**config.mk**
```make
export PLATFORM = sky130hd
export DESIGN_NAME = amg_regs
export DESIGN_NICKNAME = d
export VERILOG_FILES = /design/src/amg_pkg.sv /design/src/amg_regs.sv
export SDC_FILE = /design/constraint.sdc
export NUM_CORES = 1
export LEC_CHECK = 0
export ABC_CLOCK_PERIOD_IN_PS = 1600
export BUFFER_PORTS_ARGS = -buffer_cell sky130_fd_sc_hd__buf_2
export CORE_MARGIN = 2
export CORE_UTILIZATION = 25
export DETAILED_ROUTE_END_ITERATION = 6
export PLACE_DENSITY = 0.8
export SYNTH_ARGS = -nofsm -noshare
export SYNTH_HDL_FRONTEND = slang
export SYNTH_SLANG_ARGS = --single-unit
export TNS_END_PERCENT = 100
```
**constraint.sdc**
```tcl
create_clock -name clk -period 1.6 [get_ports clk]
set_input_delay 0.4 -clock clk [delete_from_list [all_inputs] [get_ports clk]]
set_output_delay 0.4 -clock clk [all_outputs]
set_load 0.01 [all_outputs]
```
**src/amg_pkg.sv**
```systemverilog
package amg_pkg;

    localparam int VERTEX_BITS      = 5;
    localparam int WEIGHT_IO_BITS   = 16;
    localparam int COUNT_BITS       = 9;
    localparam int APB_ADDR_BITS    = 3;
    localparam int APB_DATA_BITS    = 32;
    localparam int DEF_MAX_VERTICES = 16;
    localparam int DEF_WEIGHT_BITS  = 16;

    localparam logic [COUNT_BITS-1:0]  COUNT_MAX    = 9'd511;
    localparam logic [VERTEX_BITS-1:0] VCOUNT_RESET = 5'd16;

    typedef logic [1:0] cmd_t;
    localparam cmd_t CMD_ADD    = 2'd0;
    localparam cmd_t CMD_REMOVE = 2'd1;
    localparam cmd_t CMD_QUERY  = 2'd2;
    localparam cmd_t CMD_LIST   = 2'd3;

    localparam logic REG_DIRECTED = 1'b0;
    localparam logic REG_VCOUNT   = 1'b1;

    typedef logic [1:0] res_sel_t;
    localparam res_sel_t RES_PAIR  = 2'd0;
    localparam res_sel_t RES_ERR   = 2'd1;
    localparam res_sel_t RES_PEND  = 2'd2;
    localparam res_sel_t RES_EMPTY = 2'd3;

    typedef struct packed {
        cmd_t                           command;
        logic [VERTEX_BITS-1:0]         from_vertex;
        logic [VERTEX_BITS-1:0]         to_vertex;
        logic signed [WEIGHT_IO_BITS-1:0] edge_weight;
    } in_item_t;

    typedef struct packed {
        logic                             status;
        logic [VERTEX_BITS-1:0]           out_from;
        logic [VERTEX_BITS-1:0]           out_to;
        logic signed [WEIGHT_IO_BITS-1:0] out_weight;
        logic                             connected;
        logic [COUNT_BITS-1:0]            edges_total;
        logic                             last_of_run;
    } out_item_t;

    typedef struct packed {
        logic     latch_in;
        logic     clr_step;
        logic     rd_pair;
        logic     rd_col;
        logic     wr_pair;
        logic     wr_mirror;
        logic     cnt_upd;
        logic     col_inc;
        logic     pend_load;
        logic     out_load;
        res_sel_t res_sel;
        logic     res_last;
    } dp_cmd_t;

    typedef struct packed {
        logic clr_done;
        logic range_ok;
        cmd_t op;
        logic directed;
        logic col_last;
        logic rd_nonzero;
        logic pend_valid;
        logic out_free;
    } dp_stat_t;

endpackage

```
**src/amg_regs.sv**
```systemverilog
module amg_regs (
    input  logic                               clk,
    input  logic                               rst_n,
    input  logic                               psel,
    input  logic                               penable,
    input  logic                               pwrite,
    input  logic [amg_pkg::APB_ADDR_BITS-1:0]  paddr,
    input  logic [amg_pkg::APB_DATA_BITS-1:0]  pwdata,
    output logic [amg_pkg::APB_DATA_BITS-1:0]  prdata,
    output logic                               pready,
    output logic                               directed,
    output logic [amg_pkg::VERTEX_BITS-1:0]    vertex_count
);
    import amg_pkg::*;

    logic                   directed_reg;
    logic                   directed_next;
    logic [VERTEX_BITS-1:0] vcount_reg;
    logic [VERTEX_BITS-1:0] vcount_next;
    logic                   wr_en;
    logic                   reg_index;

    assign pready    = 1'b1;
    assign wr_en     = psel && penable && pwrite && pready;
    assign reg_index = paddr[2];

    always_comb
    begin
        directed_next = directed_reg;
        vcount_next   = vcount_reg;
        if (wr_en)
        begin
            unique case (reg_index)
                REG_DIRECTED: directed_next = pwdata[0];
                REG_VCOUNT:   vcount_next   = pwdata[VERTEX_BITS-1:0];
                default:      directed_next = directed_reg;
            endcase
        end
    end

    always_ff @(posedge clk or negedge rst_n)
    begin
        if (!rst_n)
        begin
            directed_reg <= 1'b0;
            vcount_reg   <= VCOUNT_RESET;
        end
        else
        begin
            directed_reg <= directed_next;
            vcount_reg   <= vcount_next;
        end
    end

    always_comb
    begin
        unique case (reg_index)
            REG_DIRECTED: prdata = {{(APB_DATA_BITS-1){1'b0}}, directed_reg};
            REG_VCOUNT:   prdata = {{(APB_DATA_BITS-VERTEX_BITS){1'b0}}, vcount_reg};
            default:      prdata = '0;
        endcase
    end

    assign directed     = directed_reg;
    assign vertex_count = vcount_reg;

endmodule

```
==> results.md <==
- Initial antenna violation count: 0
- Worst IR Drop VDD: ~0.54 mV
- IO buf count: 21
- Reg2reg start: vertex_count[2]
- Commonest cells post-synth: buf_4 (28), mux2_2 (7), dfrtp_1 (5)
- Unrepaired setup endpoints after global routing: false
- Synth unique cells: 8
- Worst hold start: pwdata[3]
- CP arrival: 1.03 ns
- Synth warn: 0
- Cell with the most instances after synthesis: buf_4
- Final WL: 699 um
- Ant. Diodes: 0
- Post-synth EDFFs: 0
- H-tree levels: 1
- Number of max-cap violations: 0
- Ys async rst share: 1.000
- Top cells by area, synth: buf_4 (43%), dfrtp_1 (25%), mux2_2 (16%)
- Total grt overflow: 0
- Placement Setup Slack: 0.1854 ns
- Min cycle time layout: 1.432 ns
- Post-DP HPWL: about 640 um
- CP max-delay cell: dfrtp_1
- Largest register FFs: 5
- DR WL/cell: 6.990 um
- Worst R2R Setup Slack: 0.82 ns
- Reg-to-Reg End: vertex_count[2]
- Area grow syn2layout: 12.66%
- Fin nets: 114
- Outcome: finished, final reports clean
- CP Class: flop to output port
- Min-Delay Endpoint: vertex_count[3]
- Util after Layout: 0.2897
- Required time of the critical path: 1.20 ns
- Setup TNS: 0 ns
- DR pass1 iterations: 1
- Die Width: 48.46 um
- CP max FO: 3
- Clock sink count: 6
- Vias: 325
- Sequential area share after synthesis: 0.3063
- Final hold violations: 0
- TritonCTS Buffers: 3
- Cells on worst reg2reg path: 1
- Synth Instances: 49
- FP Rows: 16
- Final ANT Viol Nets: 0
- Largest area contributor in the netlist: buf_4
- Clock Skew: 0 ns
- Pins Over Slew Limit: 0
- First-pass GRT wire length: 1028 um
- Top cell type's share of synthesized area: 0.4253
- Clock root cell: clkbuf_4
- Clock tree from TritonCTS: done
- Clock-pin slew on the worst setup and hold paths: 0.05 ns
- Main synth FF type: dfrtp_1
- Worst setup margin: 0.1681 ns
- Fmax: 0.6984 GHz
- I/O pin count: 79
- Largest net degree at the start of global routing: 8
- Core ar.: 1922 um^2
- DR DRC count: 0
- Leakage power: 0.3166 nW
- Period utilization: 0.8950
- Area of the die: around 2300 um^2
- Startpoint Class: flop
- Worst path max stage delay: just under 0.4 ns
- Final GP Congestion: 0.7075
- Chip Height: 48.46 um
- Yosys reg bits: 6
- Post-Syn Area: 494.2 um^2
- CTS resizes: 0
- Hold WC Path Type: input port to flop
- Vias per cell: 3.250
- Final setup violation count: 0
- Postcts setup bufs: 0
- Vias in the first global route: ~240
- CP endpoint kind: output port
- GRT Util Overall: 0.05909
- Final std cells w/o fill: 100
- Initial Util: 0.2572
- Placed insts: 95
- Crit path cell chain: mux2_2 > buf_2
- Hold path depth: 2
- Initial DRC count: 0
- Layout cells sized above 1: 0.4521
- Syn avg cell area: 10.09 um^2
- Worst skew pair latency: 0.25 ns
- Power per cell area: 983.1 nW/um^2
- Clock tree buffer depth: 2
cells in the final DEF (no fill, tap or decap):
master         instances
and2_1                 4
conb_1                28
nand4_2                1
mux2_2                 7
dfstp_2                1
dlygate4sd3_1          1
buf_2                 21
dfrtp_1                5
clkbuf_1               1
clkbuf_4               3
nand4b_1               1
kinds of logic after synthesis:
family	count (synthesis)	synth area share
other	2	0.01520
AND/OR/NAND/NOR	6	0.09366
multiplexers	7	0.1595
buffers and inverters	28	0.4253
flip-flops	6	0.3063
stage by stage:
step / cell area, um^2 / hold WS [ns] / power [W]
detailed placement: 520.5 / 0.2255 / 0.0003954
finish: 556.8 / 0.3854 / 0.0005474
CTS: 556.8 / 0.3757 / 0.0005567
global route: 556.8 / 0.3709 / 0.0005839
floorplan: 591.8 / 0.1044 / 0.0003666
global placement: 520.5 / 0.2248 / 0.0003891
layer usage:
layer,wire length (um),global-route usage,vias to the layer above
li1,-,-,148
met1,235,0.04854,136
met2,327,0.1088,38
met3,101,0.009259,3
met4,34,0.07143,0
met5,0,0,-
power by group:
part           internal (W)  switching (W)  leakage, nW  total (W)
clock network     0.0000947      0.0000584       0.0150   0.000153
registers          0.000190      0.0000246       0.0705   0.000215
logic             0.0000824      0.0000971        0.231   0.000180
total              0.000367       0.000180        0.317   0.000547
layout make-up:
class / count / area, um^2
tap: 27 / 33.78
sequential: 6 / 151.4
multi-input combinational: 41 / 230.2
clock buffer: 4 / 26.28
timing repair buffer: 22 / 115.1
fill: 202 / 1365
what timing repair did:
action / in CTS / in global routing
hold buffers: 1 / 0
setup endpoints to repair: 0 / 0
endpoints found under the hold margin: 5 / 0
worst max-delay path by stage:
stage	startpoint	end	slack, ns
after floorplan	paddr[2]	prdata[0]	0.46
after global placement	paddr[2]	prdata[0]	0.19
after detailed placement	paddr[2]	prdata[0]	0.19
after CTS	directed	prdata[0]	0.16
after global routing	vertex_count[0]	prdata[0]	0.13
final	vertex_count[0]	prdata[0]	0.17
critical path, delay by kind of cell, from the launching register on:
family	cells	cell delay [ns]
buffers and inverters	1	0.14
flip-flops	1	0.39
multiplexers	1	0.26
(Power assumes the default switching activity.)
