$ cat src/amg_pkg.sv
package amg_pkg;

    localparam int VERTEX_BITS      = 5;
    localparam int WEIGHT_IO_BITS   = 16;
    localparam int COUNT_BITS       = 9;
    localparam int APB_ADDR_BITS    = 3;
    localparam int APB_DATA_BITS    = 32;
    localparam int DEF_MAX_VERTICES = 16;
    localparam int DEF_WEIGHT_BITS  = 16;

    localparam logic [COUNT_BITS-1:0]  COUNT_MAX    = 9'd511;
    localparam logic [VERTEX_BITS-1:0] VCOUNT_RESET = 5'd16;

    typedef logic [1:0] cmd_t;
    localparam cmd_t CMD_ADD    = 2'd0;
    localparam cmd_t CMD_REMOVE = 2'd1;
    localparam cmd_t CMD_QUERY  = 2'd2;
    localparam cmd_t CMD_LIST   = 2'd3;

    localparam logic REG_DIRECTED = 1'b0;
    localparam logic REG_VCOUNT   = 1'b1;

    typedef logic [1:0] res_sel_t;
    localparam res_sel_t RES_PAIR  = 2'd0;
    localparam res_sel_t RES_ERR   = 2'd1;
    localparam res_sel_t RES_PEND  = 2'd2;
    localparam res_sel_t RES_EMPTY = 2'd3;

    typedef struct packed {
        cmd_t                           command;
        logic [VERTEX_BITS-1:0]         from_vertex;
        logic [VERTEX_BITS-1:0]         to_vertex;
        logic signed [WEIGHT_IO_BITS-1:0] edge_weight;
    } in_item_t;

    typedef struct packed {
        logic                             status;
        logic [VERTEX_BITS-1:0]           out_from;
        logic [VERTEX_BITS-1:0]           out_to;
        logic signed [WEIGHT_IO_BITS-1:0] out_weight;
        logic                             connected;
        logic [COUNT_BITS-1:0]            edges_total;
        logic                             last_of_run;
    } out_item_t;

    typedef struct packed {
        logic     latch_in;
        logic     clr_step;
        logic     rd_pair;
        logic     rd_col;
        logic     wr_pair;
        logic     wr_mirror;
        logic     cnt_upd;
        logic     col_inc;
        logic     pend_load;
        logic     out_load;
        res_sel_t res_sel;
        logic     res_last;
    } dp_cmd_t;

    typedef struct packed {
        logic clr_done;
        logic range_ok;
        cmd_t op;
        logic directed;
        logic col_last;
        logic rd_nonzero;
        logic pend_valid;
        logic out_free;
    } dp_stat_t;

endpackage

$ cat src/amg_ctrl.sv
module amg_ctrl (
    input  logic              clk,
    input  logic              rst_n,
    input  logic              in_valid,
    output logic              in_ready,
    input  amg_pkg::dp_stat_t dstat,
    output amg_pkg::dp_cmd_t  dcmd
);
    import amg_pkg::*;

    localparam logic [3:0] ST_CLEAR    = 4'd0;
    localparam logic [3:0] ST_IDLE     = 4'd1;
    localparam logic [3:0] ST_DECODE   = 4'd2;
    localparam logic [3:0] ST_MODIFY   = 4'd3;
    localparam logic [3:0] ST_MIRROR   = 4'd4;
    localparam logic [3:0] ST_EMIT     = 4'd5;
    localparam logic [3:0] ST_ERR      = 4'd6;
    localparam logic [3:0] ST_LIST_RD  = 4'd7;
    localparam logic [3:0] ST_LIST_CHK = 4'd8;
    localparam logic [3:0] ST_LIST_END = 4'd9;

    logic [3:0] state_reg;
    logic [3:0] state_next;

    always_comb
    begin
        state_next = state_reg;
        dcmd       = '0;
        in_ready   = 1'b0;
        unique case (state_reg)
            ST_CLEAR:
            begin
                dcmd.clr_step = 1'b1;
                if (dstat.clr_done)
                begin
                    state_next = ST_IDLE;
                end
            end
            ST_IDLE:
            begin
                in_ready      = 1'b1;
                dcmd.latch_in = in_valid;
                if (in_valid)
                begin
                    state_next = ST_DECODE;
                end
            end
            ST_DECODE:
            begin
                if (!dstat.range_ok)
                begin
                    state_next = ST_ERR;
                end
                else if (dstat.op == CMD_LIST)
                begin
                    state_next = ST_LIST_RD;
                end
                else
                begin
                    dcmd.rd_pair = 1'b1;
                    state_next   = ST_MODIFY;
                end
            end
            ST_MODIFY:
            begin
                dcmd.cnt_upd = 1'b1;
                if (dstat.op != CMD_QUERY)
                begin
                    dcmd.wr_pair = 1'b1;
                end
                if ((dstat.op != CMD_QUERY) && !dstat.directed)
                begin
                    state_next = ST_MIRROR;
                end
                else
                begin
                    state_next = ST_EMIT;
                end
            end
            ST_MIRROR:
            begin
                dcmd.wr_mirror = 1'b1;
                state_next     = ST_EMIT;
            end
            ST_EMIT:
            begin
                dcmd.res_sel  = RES_PAIR;
                dcmd.res_last = 1'b1;
                if (dstat.out_free)
                begin
                    dcmd.out_load = 1'b1;
                    state_next    = ST_IDLE;
                end
            end
            ST_ERR:
            begin
                dcmd.res_sel  = RES_ERR;
                dcmd.res_last = 1'b1;
                if (dstat.out_free)
                begin
                    dcmd.out_load = 1'b1;
                    state_next    = ST_IDLE;
                end
            end
            ST_LIST_RD:
            begin
                dcmd.rd_col = 1'b1;
                state_next  = ST_LIST_CHK;
            end
            ST_LIST_CHK:
            begin
                dcmd.res_sel = RES_PEND;
                if (!dstat.rd_nonzero || !dstat.pend_valid || dstat.out_free)
                begin
                    if (dstat.rd_nonzero)
                    begin
                        dcmd.pend_load = 1'b1;
                        dcmd.out_load  = dstat.pend_valid;
                    end
                    if (dstat.col_last)
                    begin
                        state_next = ST_LIST_END;
                    end
                    else
                    begin
                        dcmd.col_inc = 1'b1;
                        state_next   = ST_LIST_RD;
                    end
                end
            end
            ST_LIST_END:
            begin
                dcmd.res_sel  = dstat.pend_valid ? RES_PEND : RES_EMPTY;
                dcmd.res_last = 1'b1;
                if (dstat.out_free)
                begin
                    dcmd.out_load = 1'b1;
                    state_next    = ST_IDLE;
                end
            end
            default:
            begin
                state_next = ST_IDLE;
            end
        endcase
    end

    always_ff @(posedge clk or negedge rst_n)
    begin
        if (!rst_n)
        begin
            state_reg <= ST_CLEAR;
        end
        else
        begin
            state_reg <= state_next;
        end
    end

endmodule

$ cat config.mk
export PLATFORM = sky130hd
export DESIGN_NAME = amg_ctrl
export DESIGN_NICKNAME = d
export VERILOG_FILES = /design/src/amg_pkg.sv /design/src/amg_ctrl.sv
export SDC_FILE = /design/constraint.sdc
export NUM_CORES = 1
export LEC_CHECK = 0
export BUFFER_PORTS_ARGS = -buffer_cell sky130_fd_sc_hd__buf_4
export CELL_PAD_IN_SITES_DETAIL_PLACEMENT = 1
export CELL_PAD_IN_SITES_GLOBAL_PLACEMENT = 2
export CORE_MARGIN = 1.5
export CORE_UTILIZATION = 19
export DETAILED_ROUTE_END_ITERATION = 6
export PLACE_DENSITY_LB_ADDON = 0.1
export SYNTH_ARGS = -nofsm -noshare
export SYNTH_HDL_FRONTEND = slang
export SYNTH_SLANG_ARGS = --single-unit
$ cat constraint.sdc
create_clock -name clk -period 1.4 [get_ports clk]
set_input_delay 0.07 -clock clk [delete_from_list [all_inputs] [get_ports clk]]
set_output_delay 0.07 -clock clk [all_outputs]
set_load 0.02 [all_outputs]
==> results of run 1 <==
-- cells by family after synthesis --
family                    count (synthesis)  share of synthesized area (%)
buffers and inverters                     7                          7.799
DFF                                       4                          22.29
AOI/OAI and AO/OA                        20                          33.71
xor gates and xnor gates                  1                          1.950
and+or+nand+nor                          28                          34.26
-- worst min path at each step --
stage | depth (start not counted) | slack [ns] | end
2_1_floorplan | 0 | -0.23 | state_reg[0]
3_3_place_gp | 1 | -0.13 | state_reg[1]
3_5_place_dp | 1 | -0.13 | state_reg[0]
4_1_cts | 2 | 0.08 | state_reg[2]
5_1_grt | 2 | 0.08 | state_reg[2]
6_report | 2 | 0.08 | state_reg[2]
-- critical path, delay by kind of cell (launching register included) --
family / cells / cell delay (ns)
flip-flops: 1 / 0.41
buffers and inverters: 2 / 0.31
AND/OR/NAND/NOR: 1 / 0.58
AO/OA/AOI/OAI: 1 / 0.13
-- layer usage --
layer	part of all wire, %	routed length [um]	global-route usage, %	up-vias
li1	-	-	-	335
met1	45	1023	20.46	337
met2	51	1173	27.56	16
met3	2.8	65	1.149	2
met4	1.1	25	7.895	0
met5	0	0	0	-
-- final cells by class --
type                       count  area, um^2
clock buffer                   3       22.52
fill                         265        1023
inverter                       3       11.26
multi-input combinational     49       515.5
sequential                     4       102.6
tap                           28       35.03
timing repair buffer          54       501.7
-- cells in the final DEF (no fill, tap or decap), drive strengths merged --
master,n
buf,53
nor2,7
nor3,5
a21oi,4
dfrtp,4
nand2b,3
nand2,3
inv,3
clkbuf,3
o21ai,2
or4,2
o32ai,2
a311oi,2
nor2b,2
or2,1
or2b,1
or4b,1
a211oi,1
xnor2,1
and2,1
o22ai,1
and3,1
a22o,1
nand3,1
a21boi,1
o22a,1
o21bai,1
o21a,1
o31ai,1
a32oi,1
o2bb2a,1
dlygate4sd3,1
-- report_power, final --
group | internal (uW) | switching, uW | leakage [uW]
clock network | 96.2 | 51.6 | 0.0000138
logic | 1150 | 1000 | 0.000455
registers | 165 | 44.4 | 0.0000485
-- timing repair --
action                                  CTS  global route
hold buffers                              1             0
hold endpoints to repair                  4             0
pin swaps                                 5            11
resized for setup                        21            38
endpoints found under the setup margin   16            18
buffers inserted                          7             6
-- through the flow --
| step | cell area [um^2] | util (%) | setup slack (ns) |
|---|---|---|---|
| after floorplan | 495.5 | - | -0.1699 |
| after global placement | 813.3 | 36.76 | -0.1346 |
| after detailed placement | 813.3 | 36.76 | -0.1169 |
| after CTS | 982.2 | 44.40 | -0.3351 |
| after global routing | 1189 | 53.73 | -0.3883 |
| final | 1189 | 53.73 | -0.3434 |
==> flow_metrics.tcl, run 1 <==
set metrics [dict create \
    ir_drop_uv 1233 \
    clock_skew_ns 0.005368 \
    power.static_leakage_uw 0.0005169 \
    hpwlAfterDp_mm 1.396 \
    worst_setup_path_start_kind "register" \
    cts_htree_levels 1 \
    syn_to_final_growth_pct 164.6 \
    timing.fmax_mhz 573.6 \
    maxSlewViolCount 0 \
    hold_class "input pin to register" \
    grt_max_degree 9 \
    yosysWarningCount 0 \
    synth_nets 72 \
    synth_seq_area_share_pct 22.28 \
    numPortBuffers 25 \
    cts_sinks 4 \
    grt_pass1_vias 713 \
    reg2reg_from "state_reg[0]" \
    gr-usage-all-layers_pct 16.15 \
    yosys-top-cells-count "7 x nor2_1, 5 x nor3_1, 4 x a21oi_1, 4 x dfrtp_1" \
    yosys.area.top_type "dfrtp_1" \
    critPathMaxFanout 3 \
    die_w_um 51.62 \
    antennaDiodeCount 0 \
    critPathKind "register to primary output" \
    cp_slowest_cell "or4b_4" \
    setup_ws_ns -0.3434 \
    first_pass_iters 3 \
    yosysMostFrequentCell "nor2_1" \
    arrival_ns 1.67 \
    num_rows 17 \
    initialDrtViolationCount 2 \
    min_from "dstat[0]" \
    drv_cap 0 \
    grt_pass1_wl_mm 3.243 \
    power_uw 2504 \
    powerDensity_nw_per_um2 2106 \
    core-area_um2 2212 \
    largest_reg_flops 4 \
    synth_top_area_share_pct 22.28 \
    setup_viol 16 \
    routed_wl_mm 2.288 \
    gp_congestion 0.7930 \
    cts_max_path_buffers 2 \
    die_h_um 51.62 \
    startpoint "state_reg[0]" \
    grt-ovfl-total 0 \
    vias 690 \
    synth_cell_types 33 \
    hold_ws_ns 0.08255 \
    initial_core_util_pct 20.31 \
    fin_crit_ns 1.743 \
    viasPerCell 4.894 \
    drtAntennaViolNets 0 \
    io_pins 26 \
    cts_buffers 3 \
    syn_area_per_cell_um2 7.486 \
    rrSetupSlack_ns -0.22 \
    final_cells 141 \
    drcViolationCount 0 \
    path_clk_slew_ns 0.04 \
    cp.required_ns 1.33 \
    min_period_over_period_pct 124.5 \
    wl_per_cell_um 16.23 \
    reg2reg_depth 7 \
    cp-endpoint "dcmd[4]" \
    synthFlopType "dfrtp_1" \
    worst_pin_slew_ns 0.2634 \
    synth-seq-cells 4 \
    final_nets 127 \
    clk_latency_ns 0.24 \
    status "finished, violations left" \
    async_flop_share_pct 100.0 \
    syn_area_um2 449.2 \
    drive_above_1_share_pct 76.99 \
    synthTopCellsByArea "dfrtp_1 22%, nor2_1 5.8%, nor3_1 5.6%" \
    hold_viol_final 0 \
    cp-end-kind "primary output" \
    path_cells "or4b_4, buf_6, a211oi_2, buf_4" \
    tns_ns -2.560 \
    violations "setup timing" \
    relSlewSlack_pct 82.29 \
    rsz0062_at_grt "yes" \
    cts_tree "built" \
    dp_cells 125 \
    syn_inst 60 \
    die_area_um2 2665 \
    antenna_found_initial 0 \
    timing.rr.end "state_reg[3]" \
    root_buffer "clkbuf_4" \
    slowest_delay_ns 0.58 \
    synth_edf_count 0 \
]
Note: power is estimated with default switching activity, not from simulation.
==> run 2, diff against run 1 <==
--- a/config.mk
+++ b/config.mk
@@ -9,7 +9,8 @@
 export CELL_PAD_IN_SITES_DETAIL_PLACEMENT = 1
 export CELL_PAD_IN_SITES_GLOBAL_PLACEMENT = 2
 export CORE_MARGIN = 1.5
-export CORE_UTILIZATION = 19
+export CORE_UTILIZATION = 20
+export CTS_BUF_LIST = sky130_fd_sc_hd__clkbuf_4 sky130_fd_sc_hd__clkbuf_8
 export DETAILED_ROUTE_END_ITERATION = 6
 export PLACE_DENSITY_LB_ADDON = 0.1
 export SYNTH_ARGS = -nofsm -noshare
==> run 2 against run 1 <==
  * The run still ends with setup timing left
  * Sequential power increased by 8%
  * Global-route usage is 3.1 points higher
  * Via count decreased by 1.6%
  * Power down 0.49%
  * Clock power grew 3%
  * Sequential share of layout area rose by 0.33 points
  * Highest routed layer unchanged
==> flow_metrics.tcl, run 2 (same netlist as run 1, synthesis figures left out) <==
set metrics [dict create \
    status "finished, violations left" \
    violations "setup timing" \
    startpoint "state_reg[2]" \
    cts_buffers 3 \
    drtAntennaViolNets 0 \
    worst_setup_path_start_kind "register" \
    cts_tree "built" \
    cts_htree_levels 1 \
    numPortBuffers 25 \
    die_w_um 50.39 \
    drcViolationCount 0 \
    io_pins 26 \
    final_cells 136 \
    initialDrtViolationCount 9 \
    min_from "dstat[0]" \
    powerDensity_nw_per_um2 2150 \
    gp_congestion 0.7831 \
    first_pass_iters 3 \
    hpwlAfterDp_mm 1.499 \
    hold_end "state_reg[2]" \
    setup_ws_ns -0.3534 \
    rsz0062_at_grt "yes" \
    relSlewSlack_pct 80.75 \
    timing.rr.end "state_reg[3]" \
    tns_ns -2.803 \
    hold_class "input pin to register" \
    final_util_pct 56.74 \
    min_period_over_period_pct 125.2 \
    grt_max_degree 8 \
    dp_cells 122 \
    syn_to_final_growth_pct 157.9 \
    viasPerCell 4.993 \
    cp-end-kind "primary output" \
    reg2reg_from "state_reg[2]" \
    routed_wl_mm 2.184 \
    vias 679 \
    power.static_leakage_uw 0.0004856 \
    power_uw 2491 \
    grt-ovfl-total 0 \
    die_h_um 50.39 \
    grt_pass1_wl_mm 3.546 \
    path_clk_slew_ns 0.04 \
    setup_viol 16 \
    finalInstanceArea_um2 1159 \
    largest_reg_flops 4 \
    worstHoldPathCells 2 \
    timing.fmax_mhz 570.3 \
    critPathMaxFanout 3 \
    clk_latency_ns 0.25 \
    drv_cap 0 \
    die_area_um2 2539 \
    initial_core_util_pct 22.00 \
    placed_area_um2 797.0 \
    fin_crit_ns 1.753 \
    drive_above_1_share_pct 76.15 \
    final_cell_mix "31 x buf_4, 16 x buf_6, 4 x nor2_4" \
    reg2reg_depth 6 \
    antenna_found_initial 0 \
    critPathKind "register to primary output" \
    ir_drop_uv 1410 \
    worst_pin_slew_ns 0.2868 \
    clock_skew_ns 0.008728 \
    final_nets 123 \
    cts_max_path_buffers 2 \
    arrival_ns 1.68 \
    wl_per_cell_um 16.06 \
    cts_sinks 4 \
    gr-usage-all-layers_pct 19.24 \
    maxSlewViolCount 0 \
    antennaDiodeCount 0 \
    rrSetupSlack_ns -0.24 \
    cp.required_ns 1.33 \
    core-area_um2 2042 \
    hold_viol_final 0 \
    root_buffer "clkbuf_4" \
    grt_pass1_vias 738 \
    num_rows 16 \
    layout_commonest_cell "buf_4" \
]
==> run 2: worst max-delay path by stage <==
stage / cells after the start / endpoint / slack, ns
2_1_floorplan: 3 / state_reg[1] / -0.17
3_3_place_gp: 4 / state_reg[0] / -0.15
3_5_place_dp: 3 / dcmd[5] / -0.12
4_1_cts: 3 / dcmd[5] / -0.32
5_1_grt: 3 / dcmd[5] / -0.39
6_report: 3 / dcmd[5] / -0.35
==> run 2: area by class of cell <==
type	count	area, um^2
clock buffer	3	22.52
fill	236	883.3
inverter	3	11.26
multi-input combinational	49	534.3
sequential	4	103.9
tap	27	33.78
timing repair buffer	50	452.9
==> run 2: timing repair <==
action / 4_1_cts / 5_1_grt
setup buffers: 8 / 4
pin swaps: 5 / 11
gates resized for setup: 39 / 20
hold buffers: 1 / 0
endpoints found under the hold margin: 4 / 0
endpoints found under the setup margin: 15 / 17
==> run 2: critical path, cell delays in order (launching register included) <==
cell and delay [ns]:
dfrtp_2 0.42, or4b_4 0.59, a311oi_4 0.26, buf_6 0.16
==> run 2: routing by layer <==
| metal | track usage, % | share of wire, % | wire, um | vias up |
|---|---|---|---|---|
| li1 | - | - | - | 328 |
| met1 | 21.27 | 41 | 891 | 329 |
| met2 | 36.62 | 54 | 1174 | 19 |
| met3 | 2.976 | 4.3 | 95 | 3 |
| met4 | 6.757 | 0.96 | 21 | 0 |
| met5 | 0 | 0 | 0 | - |
==> run 2: report_power, final <==
part / total (uW) / internal [uW] / switching (uW) / leakage, uW
registers: 226 / 166 / 59.3 / 0.0000467
clock network: 153 / 96.5 / 56.6 / 0.0000138
logic: 2110 / 1120 / 997 / 0.000425
==> run 2: through the flow <==
step	worst slack (ns)	hold slack, ns
3_3_place_gp	-0.1460	-0.1331
5_1_grt	-0.3921	0.06692
3_5_place_dp	-0.1184	-0.1299
6_report	-0.3534	0.06142
2_1_floorplan	-0.1699	-0.2256
4_1_cts	-0.3247	0.05473
